--- src/hw/rtl/chaikin_polyline_refine_coarsen_defines.svh ---
// Assertion macros shared by the RTL.
`ifndef CHAIKIN_POLYLINE_REFINE_COARSEN_DEFINES_SVH
`define CHAIKIN_POLYLINE_REFINE_COARSEN_DEFINES_SVH

`ifndef ASSERT_OFF
`define CPRC_ASSERT_IMP(lbl, clk, rst_n, ante, cons) \
    lbl: assert property (@(posedge clk) disable iff (!rst_n) (ante) |-> (cons)) \
        else $error("implication check failed");
`define CPRC_ASSERT_ALW(lbl, clk, rst_n, cond) \
    lbl: assert property (@(posedge clk) disable iff (!rst_n) (cond)) \
        else $error("invariant check failed");
`else
`define CPRC_ASSERT_IMP(lbl, clk, rst_n, ante, cons)
`define CPRC_ASSERT_ALW(lbl, clk, rst_n, cond)
`endif

`endif

--- src/hw/rtl/cprc_pkg.sv ---
package cprc_pkg;

    localparam int PT_W           = 32;
    localparam int CNT_W          = 13;
    localparam int MAX_POINTS_DEF = 4096;
    localparam int LEVEL_MAX_DEF  = 15;

    localparam int QDEPTH = 4;
    localparam int QPTR_W = $clog2(QDEPTH);
    localparam int QCNT_W = $clog2(QDEPTH + 1);

    // queue entry kinds
    localparam logic OP_EMIT  = 1'b0;
    localparam logic OP_BLEND = 1'b1;

    // configuration register indexes
    localparam logic CFG_DIRECTION   = 1'b0;
    localparam logic CFG_POINT_COUNT = 1'b1;

    typedef struct packed {
        logic signed [PT_W-1:0] x;
        logic signed [PT_W-1:0] y;
        logic signed [PT_W-1:0] z;
    } t_point;

    // BLEND: results Q, R, then p when eol. EMIT: result p with eol.
    typedef struct packed {
        logic   op;
        logic   eol;
        t_point p;
        t_point h;
    } t_entry;

endpackage

--- src/hw/rtl/cprc_in_if.sv ---
interface cprc_in_if import cprc_pkg::*; ();
    logic                   valid;
    logic                   ready;
    logic signed [PT_W-1:0] pos_x;
    logic signed [PT_W-1:0] pos_y;
    logic signed [PT_W-1:0] pos_z;

    modport source (output valid, output pos_x, output pos_y, output pos_z, input ready);
    modport sink   (input valid, input pos_x, input pos_y, input pos_z, output ready);
endinterface

--- src/hw/rtl/cprc_out_if.sv ---
interface cprc_out_if import cprc_pkg::*; ();
    logic                   valid;
    logic                   ready;
    logic signed [PT_W-1:0] out_x;
    logic signed [PT_W-1:0] out_y;
    logic signed [PT_W-1:0] out_z;
    logic                   end_of_line;

    modport source (output valid, output out_x, output out_y, output out_z,
                    output end_of_line, input ready);
    modport sink   (input valid, input out_x, input out_y, input out_z,
                    input end_of_line, output ready);
endinterface

--- src/hw/rtl/cprc_front.sv ---
module cprc_front import cprc_pkg::*; #(
    parameter int MAX_POINTS = MAX_POINTS_DEF,
    parameter int LEVEL_MAX  = LEVEL_MAX_DEF
) (
    input  logic             i_clk,
    input  logic             i_rst_n,
    input  logic             i_cfg_we,
    input  logic             i_cfg_idx,
    input  logic [CNT_W-1:0] i_cfg_data,
    cprc_in_if.sink          i_pt,
    input  logic             i_q_full,
    output logic             o_push,
    output t_entry           o_entry
);

    localparam int LVL_W = $clog2(LEVEL_MAX + 1);

    logic             r_dir;
    logic [CNT_W-1:0] r_cnt;
    logic [CNT_W-1:0] r_idx, n_idx;
    logic [LVL_W-1:0] r_level, n_level;
    t_point           r_held, n_held;

    logic [CNT_W-1:0] cnt_eff;
    logic [CNT_W-1:0] final_odd;
    logic             accept;
    logic             last;
    logic             coarse_ok;
    t_point           pin;
    t_point           pq;

    function automatic logic signed [PT_W-1:0] coarse(
        input logic signed [PT_W-1:0] p,
        input logic signed [PT_W-1:0] h
    );
        logic signed [PT_W+2:0] pe;
        logic signed [PT_W+2:0] he;
        logic signed [PT_W+2:0] d;
        pe = {{3{p[PT_W-1]}}, p};
        he = {{3{h[PT_W-1]}}, h};
        d  = (pe <<< 2) - (he <<< 1) - he;
        if (d > $signed({4'b0000, {(PT_W-1){1'b1}}})) begin
            coarse = {1'b0, {(PT_W-1){1'b1}}};
        end else if (d < $signed({4'b1111, {(PT_W-1){1'b0}}})) begin
            coarse = {1'b1, {(PT_W-1){1'b0}}};
        end else begin
            coarse = d[PT_W-1:0];
        end
    endfunction

    assign pin.x = i_pt.pos_x;
    assign pin.y = i_pt.pos_y;
    assign pin.z = i_pt.pos_z;

    assign pq.x = coarse(pin.x, r_held.x);
    assign pq.y = coarse(pin.y, r_held.y);
    assign pq.z = coarse(pin.z, r_held.z);

    always_comb begin
        if (r_cnt < CNT_W'(2)) begin
            cnt_eff = CNT_W'(2);
        end else if (32'(r_cnt) > 32'(MAX_POINTS)) begin
            cnt_eff = CNT_W'(MAX_POINTS);
        end else begin
            cnt_eff = r_cnt;
        end
    end

    assign i_pt.ready = !i_q_full;
    assign accept     = i_pt.valid && !i_q_full;
    assign last       = (r_idx >= cnt_eff - 1'b1);
    assign coarse_ok  = (r_level != '0) && (cnt_eff > CNT_W'(4));
    assign final_odd  = cnt_eff[0] ? cnt_eff - CNT_W'(2) : cnt_eff - CNT_W'(3);

    always_comb begin
        o_push        = 1'b0;
        o_entry.op    = OP_EMIT;
        o_entry.eol   = 1'b0;
        o_entry.p     = pin;
        o_entry.h     = r_held;
        n_idx         = r_idx;
        n_level       = r_level;
        n_held        = r_held;
        if (accept) begin
            n_idx = last ? '0 : r_idx + 1'b1;
            if (!r_dir) begin
                o_push      = 1'b1;
                o_entry.op  = (r_idx == '0) ? OP_EMIT : OP_BLEND;
                o_entry.eol = last;
                n_held      = pin;
                if (last && (r_level < LVL_W'(LEVEL_MAX))) begin
                    n_level = r_level + 1'b1;
                end
            end else if (!coarse_ok) begin
                o_push      = 1'b1;
                o_entry.eol = last;
            end else begin
                if (r_idx == '0) begin
                    o_push = 1'b1;
                    n_held = pin;
                end else if (!last && r_idx[0]) begin
                    o_push      = 1'b1;
                    o_entry.p   = pq;
                    o_entry.eol = (r_idx == final_odd);
                    n_held      = pq;
                end
                if (last) begin
                    n_level = r_level - 1'b1;
                end
            end
        end
    end

    always_ff @(posedge i_clk) begin
        if (!i_rst_n) begin
            r_dir   <= 1'b0;
            r_cnt   <= CNT_W'(2);
            r_idx   <= '0;
            r_level <= '0;
            r_held  <= '0;
        end else begin
            if (i_cfg_we && (i_cfg_idx == CFG_DIRECTION)) begin
                r_dir <= i_cfg_data[0];
            end
            if (i_cfg_we && (i_cfg_idx == CFG_POINT_COUNT)) begin
                r_cnt <= i_cfg_data;
            end
            r_idx   <= n_idx;
            r_level <= n_level;
            r_held  <= n_held;
        end
    end

endmodule

--- src/hw/rtl/cprc_queue.sv ---
module cprc_queue import cprc_pkg::*; (
    input  logic              i_clk,
    input  logic              i_rst_n,
    input  logic              i_push,
    input  t_entry            i_wdata,
    input  logic              i_pop,
    output t_entry            o_rdata,
    output logic              o_full,
    output logic              o_empty,
    output logic [QCNT_W-1:0] o_cnt
);

    t_entry            r_mem [QDEPTH];
    logic [QPTR_W-1:0] r_wptr;
    logic [QPTR_W-1:0] r_rptr;
    logic [QCNT_W-1:0] r_cnt;

    assign o_rdata = r_mem[r_rptr];
    assign o_full  = (r_cnt == QCNT_W'(QDEPTH));
    assign o_empty = (r_cnt == '0);
    assign o_cnt   = r_cnt;

    always_ff @(posedge i_clk) begin
        if (i_push) begin
            r_mem[r_wptr] <= i_wdata;
        end
    end

    always_ff @(posedge i_clk) begin
        if (!i_rst_n) begin
            r_wptr <= '0;
            r_rptr <= '0;
            r_cnt  <= '0;
        end else begin
            if (i_push) begin
                r_wptr <= r_wptr + 1'b1;
            end
            if (i_pop) begin
                r_rptr <= r_rptr + 1'b1;
            end
            case ({i_push, i_pop})
                2'b10:   r_cnt <= r_cnt + 1'b1;
                2'b01:   r_cnt <= r_cnt - 1'b1;
                default: r_cnt <= r_cnt;
            endcase
        end
    end

endmodule

--- src/hw/rtl/cprc_back.sv ---
module cprc_back import cprc_pkg::*; (
    input  logic      i_clk,
    input  logic      i_rst_n,
    input  t_entry    i_entry,
    input  logic      i_empty,
    output logic      o_pop,
    cprc_out_if.source o_res
);

    localparam logic [1:0] PH_Q = 2'd0;
    localparam logic [1:0] PH_R = 2'd1;
    localparam logic [1:0] PH_P = 2'd2;

    logic [1:0] r_phase;
    logic       r_valid;
    logic       r_eol;
    t_point     r_out;

    t_point     q, r, res;
    logic       res_eol;
    logic       fin;
    logic       load;
    logic       avail;

    // floor((3a + b + 2) / 4), always in range
    function automatic logic signed [PT_W-1:0] blend(
        input logic signed [PT_W-1:0] a,
        input logic signed [PT_W-1:0] b
    );
        logic signed [PT_W+2:0] ae;
        logic signed [PT_W+2:0] be;
        logic signed [PT_W+2:0] s;
        ae    = {{3{a[PT_W-1]}}, a};
        be    = {{3{b[PT_W-1]}}, b};
        s     = ae + (ae <<< 1) + be + (PT_W+3)'(2);
        blend = s[PT_W+1:2];
    endfunction

    assign q.x = blend(i_entry.h.x, i_entry.p.x);
    assign q.y = blend(i_entry.h.y, i_entry.p.y);
    assign q.z = blend(i_entry.h.z, i_entry.p.z);
    assign r.x = blend(i_entry.p.x, i_entry.h.x);
    assign r.y = blend(i_entry.p.y, i_entry.h.y);
    assign r.z = blend(i_entry.p.z, i_entry.h.z);

    always_comb begin
        res     = i_entry.p;
        res_eol = i_entry.eol;
        fin     = 1'b1;
        if (i_entry.op == OP_BLEND) begin
            case (r_phase)
                PH_Q: begin
                    res     = q;
                    res_eol = 1'b0;
                    fin     = 1'b0;
                end
                PH_R: begin
                    res     = r;
                    res_eol = 1'b0;
                    fin     = !i_entry.eol;
                end
                default: begin
                    res     = i_entry.p;
                    res_eol = 1'b1;
                    fin     = 1'b1;
                end
            endcase
        end
    end

    assign load  = !r_valid || o_res.ready;
    assign avail = !i_empty;
    assign o_pop = load && avail && fin;

    always_ff @(posedge i_clk) begin
        if (!i_rst_n) begin
            r_valid <= 1'b0;
            r_phase <= PH_Q;
        end else if (load) begin
            r_valid <= avail;
            if (avail) begin
                r_phase <= fin ? PH_Q : ((r_phase == PH_Q) ? PH_R : PH_P);
            end
        end
    end

    always_ff @(posedge i_clk) begin
        if (load && avail) begin
            r_out <= res;
            r_eol <= res_eol;
        end
    end

    assign o_res.valid       = r_valid;
    assign o_res.out_x       = r_out.x;
    assign o_res.out_y       = r_out.y;
    assign o_res.out_z       = r_out.z;
    assign o_res.end_of_line = r_eol;

endmodule

--- src/hw/rtl/chaikin_polyline_refine_coarsen.sv ---
// Streams one pass of a 3-D polyline in signed Q16.16, refining it by Chaikin
// corner cutting (direction 0) or coarsening a refined line back (direction 1),
// with a pass-through when coarsening is not allowed. A point is taken in
// every cycle while the four-item queue between the classifier and the
// emitter has room; results leave one per cycle from an output register
// while the receiver is ready. Refine gives one result for the first point,
// two for each later point and three for the last, so a refine pass is
// limited by the emitter; coarsen and pass-through give at most one result
// per point. Write direction and point_count only while the block is idle.
`include "chaikin_polyline_refine_coarsen_defines.svh"

module chaikin_polyline_refine_coarsen import cprc_pkg::*; #(
    parameter int MAX_POINTS = MAX_POINTS_DEF,
    parameter int LEVEL_MAX  = LEVEL_MAX_DEF
) (
    input  logic             i_clk,
    input  logic             i_rst_n,
    input  logic             i_cfg_we,
    input  logic             i_cfg_idx,
    input  logic [CNT_W-1:0] i_cfg_data,
    cprc_in_if.sink          i_pt,
    cprc_out_if.source       o_res
);

    logic              push;
    logic              pop;
    logic              q_full;
    logic              q_empty;
    logic [QCNT_W-1:0] q_cnt;
    t_entry            wr_entry;
    t_entry            rd_entry;

    cprc_front #(
        .MAX_POINTS (MAX_POINTS),
        .LEVEL_MAX  (LEVEL_MAX)
    ) u_front (
        .i_clk      (i_clk),
        .i_rst_n    (i_rst_n),
        .i_cfg_we   (i_cfg_we),
        .i_cfg_idx  (i_cfg_idx),
        .i_cfg_data (i_cfg_data),
        .i_pt       (i_pt),
        .i_q_full   (q_full),
        .o_push     (push),
        .o_entry    (wr_entry)
    );

    cprc_queue u_queue (
        .i_clk   (i_clk),
        .i_rst_n (i_rst_n),
        .i_push  (push),
        .i_wdata (wr_entry),
        .i_pop   (pop),
        .o_rdata (rd_entry),
        .o_full  (q_full),
        .o_empty (q_empty),
        .o_cnt   (q_cnt)
    );

    cprc_back u_back (
        .i_clk   (i_clk),
        .i_rst_n (i_rst_n),
        .i_entry (rd_entry),
        .i_empty (q_empty),
        .o_pop   (pop),
        .o_res   (o_res)
    );

    `CPRC_ASSERT_ALW(a_q_bound, i_clk, i_rst_n, q_cnt <= QCNT_W'(QDEPTH))
    `CPRC_ASSERT_IMP(a_no_push_full, i_clk, i_rst_n, push, !q_full)
    `CPRC_ASSERT_IMP(a_no_pop_empty, i_clk, i_rst_n, pop, q_cnt != '0)

endmodule
--- src/flat_wrapper.sv ---
// flat-port wrapper written by rule: the top's interface ports become plain ports
module chaikin_polyline_refine_coarsen_flat import cprc_pkg::*;
#(
    parameter int MAX_POINTS = MAX_POINTS_DEF,
    parameter int LEVEL_MAX  = LEVEL_MAX_DEF
)
  (i_clk, i_rst_n, i_cfg_we, i_cfg_idx, i_cfg_data, i_pt_valid, i_pt_pos_x, i_pt_pos_y, i_pt_pos_z, i_pt_ready, o_res_valid, o_res_out_x, o_res_out_y, o_res_out_z, o_res_end_of_line, o_res_ready);
  cprc_in_if i_pt_i ();
  cprc_out_if o_res_i ();
  input  logic i_clk;
  input  logic i_rst_n;
  input  logic i_cfg_we;
  input  logic i_cfg_idx;
  input  logic [CNT_W-1:0] i_cfg_data;
  input wire logic [$bits(i_pt_i.valid)-1:0] i_pt_valid;
  input wire logic [$bits(i_pt_i.pos_x)-1:0] i_pt_pos_x;
  input wire logic [$bits(i_pt_i.pos_y)-1:0] i_pt_pos_y;
  input wire logic [$bits(i_pt_i.pos_z)-1:0] i_pt_pos_z;
  output wire logic [$bits(i_pt_i.ready)-1:0] i_pt_ready;
  output wire logic [$bits(o_res_i.valid)-1:0] o_res_valid;
  output wire logic [$bits(o_res_i.out_x)-1:0] o_res_out_x;
  output wire logic [$bits(o_res_i.out_y)-1:0] o_res_out_y;
  output wire logic [$bits(o_res_i.out_z)-1:0] o_res_out_z;
  output wire logic [$bits(o_res_i.end_of_line)-1:0] o_res_end_of_line;
  input wire logic [$bits(o_res_i.ready)-1:0] o_res_ready;
  assign i_pt_i.valid = i_pt_valid;
  assign i_pt_i.pos_x = i_pt_pos_x;
  assign i_pt_i.pos_y = i_pt_pos_y;
  assign i_pt_i.pos_z = i_pt_pos_z;
  assign i_pt_ready = i_pt_i.ready;
  assign o_res_valid = o_res_i.valid;
  assign o_res_out_x = o_res_i.out_x;
  assign o_res_out_y = o_res_i.out_y;
  assign o_res_out_z = o_res_i.out_z;
  assign o_res_end_of_line = o_res_i.end_of_line;
  assign o_res_i.ready = o_res_ready;
  chaikin_polyline_refine_coarsen #(.MAX_POINTS(MAX_POINTS), .LEVEL_MAX(LEVEL_MAX)) u_core (.i_clk(i_clk), .i_rst_n(i_rst_n), .i_cfg_we(i_cfg_we), .i_cfg_idx(i_cfg_idx), .i_cfg_data(i_cfg_data), .i_pt(i_pt_i), .o_res(o_res_i));
endmodule
--- config.mk ---
export PLATFORM = sky130hd
export DESIGN_NAME = chaikin_polyline_refine_coarsen_flat
export DESIGN_NICKNAME = d
export VERILOG_FILES = /design/src/hw/rtl/cprc_pkg.sv /design/src/hw/rtl/cprc_in_if.sv /design/src/hw/rtl/cprc_out_if.sv /design/src/hw/rtl/cprc_front.sv /design/src/hw/rtl/cprc_queue.sv /design/src/hw/rtl/cprc_back.sv /design/src/hw/rtl/chaikin_polyline_refine_coarsen.sv /design/src/flat_wrapper.sv
export VERILOG_INCLUDE_DIRS = /design/src /design/src/hw/rtl
export SDC_FILE = /design/constraint.sdc
export NUM_CORES = 2
export LEC_CHECK = 0
export BUFFER_PORTS_ARGS = -buffer_cell sky130_fd_sc_hd__buf_2
export CORE_MARGIN = 1
export CORE_UTILIZATION = 65
export CTS_BUF_LIST = sky130_fd_sc_hd__clkbuf_8
export CTS_CLUSTER_DIAMETER = 50
export CTS_CLUSTER_SIZE = 16
export DETAILED_ROUTE_END_ITERATION = 16
export PLACE_DENSITY = 0.83
export SETUP_SLACK_MARGIN = 0.2
export SLEW_MARGIN = 15
export SYNTH_ARGS = -nofsm -noshare
export SYNTH_HDL_FRONTEND = slang
export SYNTH_SLANG_ARGS = --single-unit
--- constraint.sdc ---
create_clock -name i_clk -period 15.3 [get_ports i_clk]
set_input_delay 1.53 -clock i_clk [delete_from_list [all_inputs] [get_ports i_clk]]
set_output_delay 1.53 -clock i_clk [all_outputs]
set_load 0.01 [all_outputs]
==> run summary <==
The run finished with clean final reports. Cell taking the most area after synthesis: edfxtp_1. Setup violations remaining at the end of the flow were counted as 0. Summed over its instances, the top area cell type makes up 43.2% of the synthesized netlist area. The startpoint-to-endpoint class of the critical path is flop to flop. The share of the core filled with cells was 70.5%.

The first global-routing pass estimated 231,000 µm of wire. The synthesized-area fraction occupied by xor and xnor cells is 3.73%. Synthesized netlist net count: 5,622. The DRC violation total after the first TritonRoute iteration is 4,193, and the initial antenna violation count is 9.

Setup slack on the worst reg-to-reg path comes out at 8.26 ns. The worst hold path was traced through 2 stages. STA puts the critical path data required time at 15.66 ns.

After synthesis, the share of flip-flops with an asynchronous set or reset is 0%. Pin placement for this block handled 214 I/O pins. The max capacitance violation total is 0. The y dimension of the die was 307 µm; the logic depth of the worst setup path including buffers was 16. From left edge to right edge, the die measures 307 µm. After detailed routing, the number of remaining DRC violations is 0. STA classifies the critical path startpoint as a flop.

Routed wire length on met3: 11,000 µm. The tightest hold path in the finished design has a slack of 0.477 ns. The die covers 94,500 µm². The synthesized design contains 873 enable-type register cells. After synthesis, the largest family of logic cells by area is adder cells.

H-tree depth: 3. By area the synthesized netlist is led by edfxtp_1, fa_1, mux4_2, ha_1, dfxtp_1. The number of buffers and inverters on the critical path is 2. TritonCTS built the clock tree.

The run gives 0 as the global-route congestion overflow total. Path class of the lowest-slack min-delay path: flop to flop. In this run the deepest clock path goes through 3 buffers. The maximum fanout count along the critical path was 48; the global routing usage summed across all routing layers was 31.5%. The run gives 8.26 ns as the slack of the critical path. The fill cell instance count of the final layout is 6,117. The placeable core region was 92,100 µm²; the wire length after detailed routing was 148,000 µm. The most critical setup path has its startpoint at u_core.u_front.r_cnt[6]$_SDFFE_PN0P_. Number of global-route vias before repair: 41,898.

The summed negative setup slack over all endpoints came out at 0 ns. In this run the clock root is driven by a clkbuf_8. Dividing the detail-routed wire length by the instance count gives 23.2 µm.

The number of different library cells used by synthesis comes to 99. The maximum number of pins on one net before global-route repair is 129. For the number of buffers created by CTS, the log shows 96. The initial cell density of the core is 65.8%. The worst reg2reg path endpoint was u_core.u_queue.r_mem[3][117]$_DFFE_PP_. The number of vias in the routed layout is 41,799. The area added between synthesis and finish works out to 7.14%.

The sequential cells in the finished layout cover a total of 29,000 µm². The top cell types in the final layout, fill and taps aside, are edfxtp_1, nand2_1, a21oi_1. The number of cells on the worst reg-to-reg path is 16.

For this run, the slowest stage of the critical path takes 0.74 ns. The worst clock skew was 0.0419 ns. Cell family with the largest share of critical-path delay: simple AND/OR/NAND/NOR gates.

The run gives 0 as the number of pins exceeding their max-slew limit in the final report. The run gives 57,900 µm as the routed length on met1. The logs give 72,200 µm for the length of routed met2 wiring and 30,100 µm² for the multi-input logic area. At the worst endpoint, the arrival time is 7.41 ns.

For the total of warnings raised by yosys, the log shows 0. Number of nets still failing antenna checks after routing: 0. Summing every instance area after synthesis gives 60,600 µm². The most frequently used flop master after synthesis was edfxtp_1. The number of sinks handled by clock tree synthesis came out at 1,012. Of the cells placed in the final design, the portion with a size suffix greater than 1 is 13.6%. The tools report the startpoint of the most critical register-to-register path as u_core.u_front.r_cnt[6]$_SDFFE_PN0P_.

Setup repair after global routing left no endpoint under its margin. The cell with the largest stage delay on the worst path is and2_4. The average cell area after synthesis works out to 12.4 µm². The run gives 0.142 GHz as the highest attainable clock frequency. The end point of the critical path was u_core.u_queue.r_mem[3][117]$_DFFE_PP_. Post-CTS timing repair inserted 0 buffers for setup.

The minimum clock period after layout came out at 7.04 ns. The library cell used most frequently in the layout, excluding fill and tap cells, is edfxtp_1. Synthesis produced 4,904 cells. The sort of element at the end of the critical path was a flop. The synthesized netlist devotes 13.4% of its cell area to compound gates. The number of hold buffers added after CTS was 0. The synthesized netlist devotes 9.02% of its cell area to simple gates. Clock latency on the worst-skew pair, taken at its later pin, is 0.77 ns. The number of standard-cell rows in the floorplan is 111. Sequential elements use 47.8% of the synthesized area. The weighted congestion reported at the end of routability-driven placement was 0.969. The HPWL after detailed placement is 107,000 µm. The worst slew slack as a fraction of its limit was 24.2%. At the pin with the least slew margin, the transition time is 1.14 ns. The mean number of vias per cell came out at 6.56. The signal on the critical path passes through nor4_1 > nand4b_1 > nand3_1 > ha_1 > o21ai_0 > xnor2_1 > ha_1 > and3_1 > a2111oi_0 > a21o_1 > a211oi_1 > o21a_1 > a21boi_1 > and2_4 > buf_4 > buf_4. Counting flops and latches in the post-synthesis netlist gives 1,012.

The final hold violation count is 0, and the post-CTS resize count is 0. After detailed routing, no signal wire sits above met4. Timing analysis after detailed placement gives a worst setup slack of 8.31 ns. The count of port buffers added during placement works out to 213. Clock-pin slew was measured on the worst setup and hold paths at 0.10 ns.

The net count reported at finish is 5,760, and the ratio of final minimum period to clock period is 46.0%. The tools report the number of iterations in the first detailed-routing pass as 9. After Yosys synthesis, full adders, half adders and majority gates account for 15.9% of the synthesized area.

The share of cell area taken by muxes after synthesis was 7.48%.
## per-layer routing
layer,up-vias,global-route usage (%)
met5,-,0
met1,20707,41.5
met2,1949,52.2
met3,352,4.53
met4,0,14.2
li1,18791,-
## cell families (layout without fill, tap and decap cells)
kind of cell	after synthesis	after routing
simple gates	1180	1180
compound gates	1229	1229
xor+xnor	258	258
fa+ha+maj	603	603
other cells	0	6
flops	1012	1012
mux	210	210
buf+inv	412	628
## Yosys cell counts, drive strengths merged, types with 126 or more instances
master    n
a21oi   394
inv     201
nand2   403
edfxtp  873
clkbuf  144
mux4    194
xor2    126
ha      328
nor2    319
dfxtp   139
a21o    140
o21ai   258
fa      275
xnor2   132
## worst register-to-register path, cell delays in order, from the launching register on
cell and delay, ns:
dfxtp_1 0.45, nor4_1 0.54, nand4b_1 0.24, nand3_1 0.32, ha_1 0.38, o21ai_0 0.26, xnor2_1 0.26, ha_1 0.27
and3_1 0.19, a2111oi_0 0.41, a21o_1 0.18, a211oi_1 0.16, o21a_1 0.27, a21boi_1 0.55, and2_4 0.74, buf_4 0.68
buf_4 0.73
## per-stage QoR
| step | cells | instance area, µm² |
|---|---|---|
| after floorplan | 4904 | 60600 |
| after global placement | 6187 | 62800 |
| after detailed placement | 6187 | 62800 |
| after CTS | 6363 | 64900 |
| after global routing | 6368 | 64900 |
| final | 6369 | 64900 |
## how the worst min path moves through the flow
stage | slack [ns] | to | startpoint
floorplan | 0.45 | u_core.u_front.r_cnt[1]$_SDFFE_PN1P_ | u_core.u_front.r_cnt[1]$_SDFFE_PN1P_
finish | 0.48 | u_core.u_back.o_res.valid$_SDFFE_PN0N_ | u_core.u_back.o_res.valid$_SDFFE_PN0N_
global route | 0.51 | u_core.u_back.o_res.valid$_SDFFE_PN0N_ | u_core.u_back.o_res.valid$_SDFFE_PN0N_
global placement | 0.46 | u_core.u_back.o_res.valid$_SDFFE_PN0N_ | u_core.u_back.o_res.valid$_SDFFE_PN0N_
detailed placement | 0.47 | u_core.u_back.o_res.valid$_SDFFE_PN0N_ | u_core.u_back.o_res.valid$_SDFFE_PN0N_
CTS | 0.48 | u_core.u_back.o_res.valid$_SDFFE_PN0N_ | u_core.u_back.o_res.valid$_SDFFE_PN0N_
## flip-flops by register name (all words and copies together) (netlist names), 2 cells and up, named ones only
signal and count:
u_core.u_queue.r_wptr 2, u_core.u_queue.o_cnt 3, u_core.u_front.r_level 4, u_core.u_queue.r_mem 776
u_core.u_front.o_entry 96, u_core.u_front.r_cnt 13, u_core.u_back.r_phase 2, u_core.u_back.o_res.out_y 32
u_core.u_back.o_res.out_x 32, u_core.u_front.r_idx 13, u_core.u_back.o_res.out_z 32, u_core.u_queue.r_rptr 2
## area by class of cell
class / instances / share of cell area (%)
repair buffers: 251 / 2.12
well taps: 1243 / 2.39
clock buffers: 98 / 2.08
inverters: 201 / 1.17
clock inverters: 78 / 1.20
flip-flops and latches: 1012 / 44.7
diodes: 6 / 0.0231
multi-input cells: 3480 / 46.4
Power is left out: the tool's default activity adds up to more than one toggle a clock period on the data nets, which glitch-free logic cannot reach.
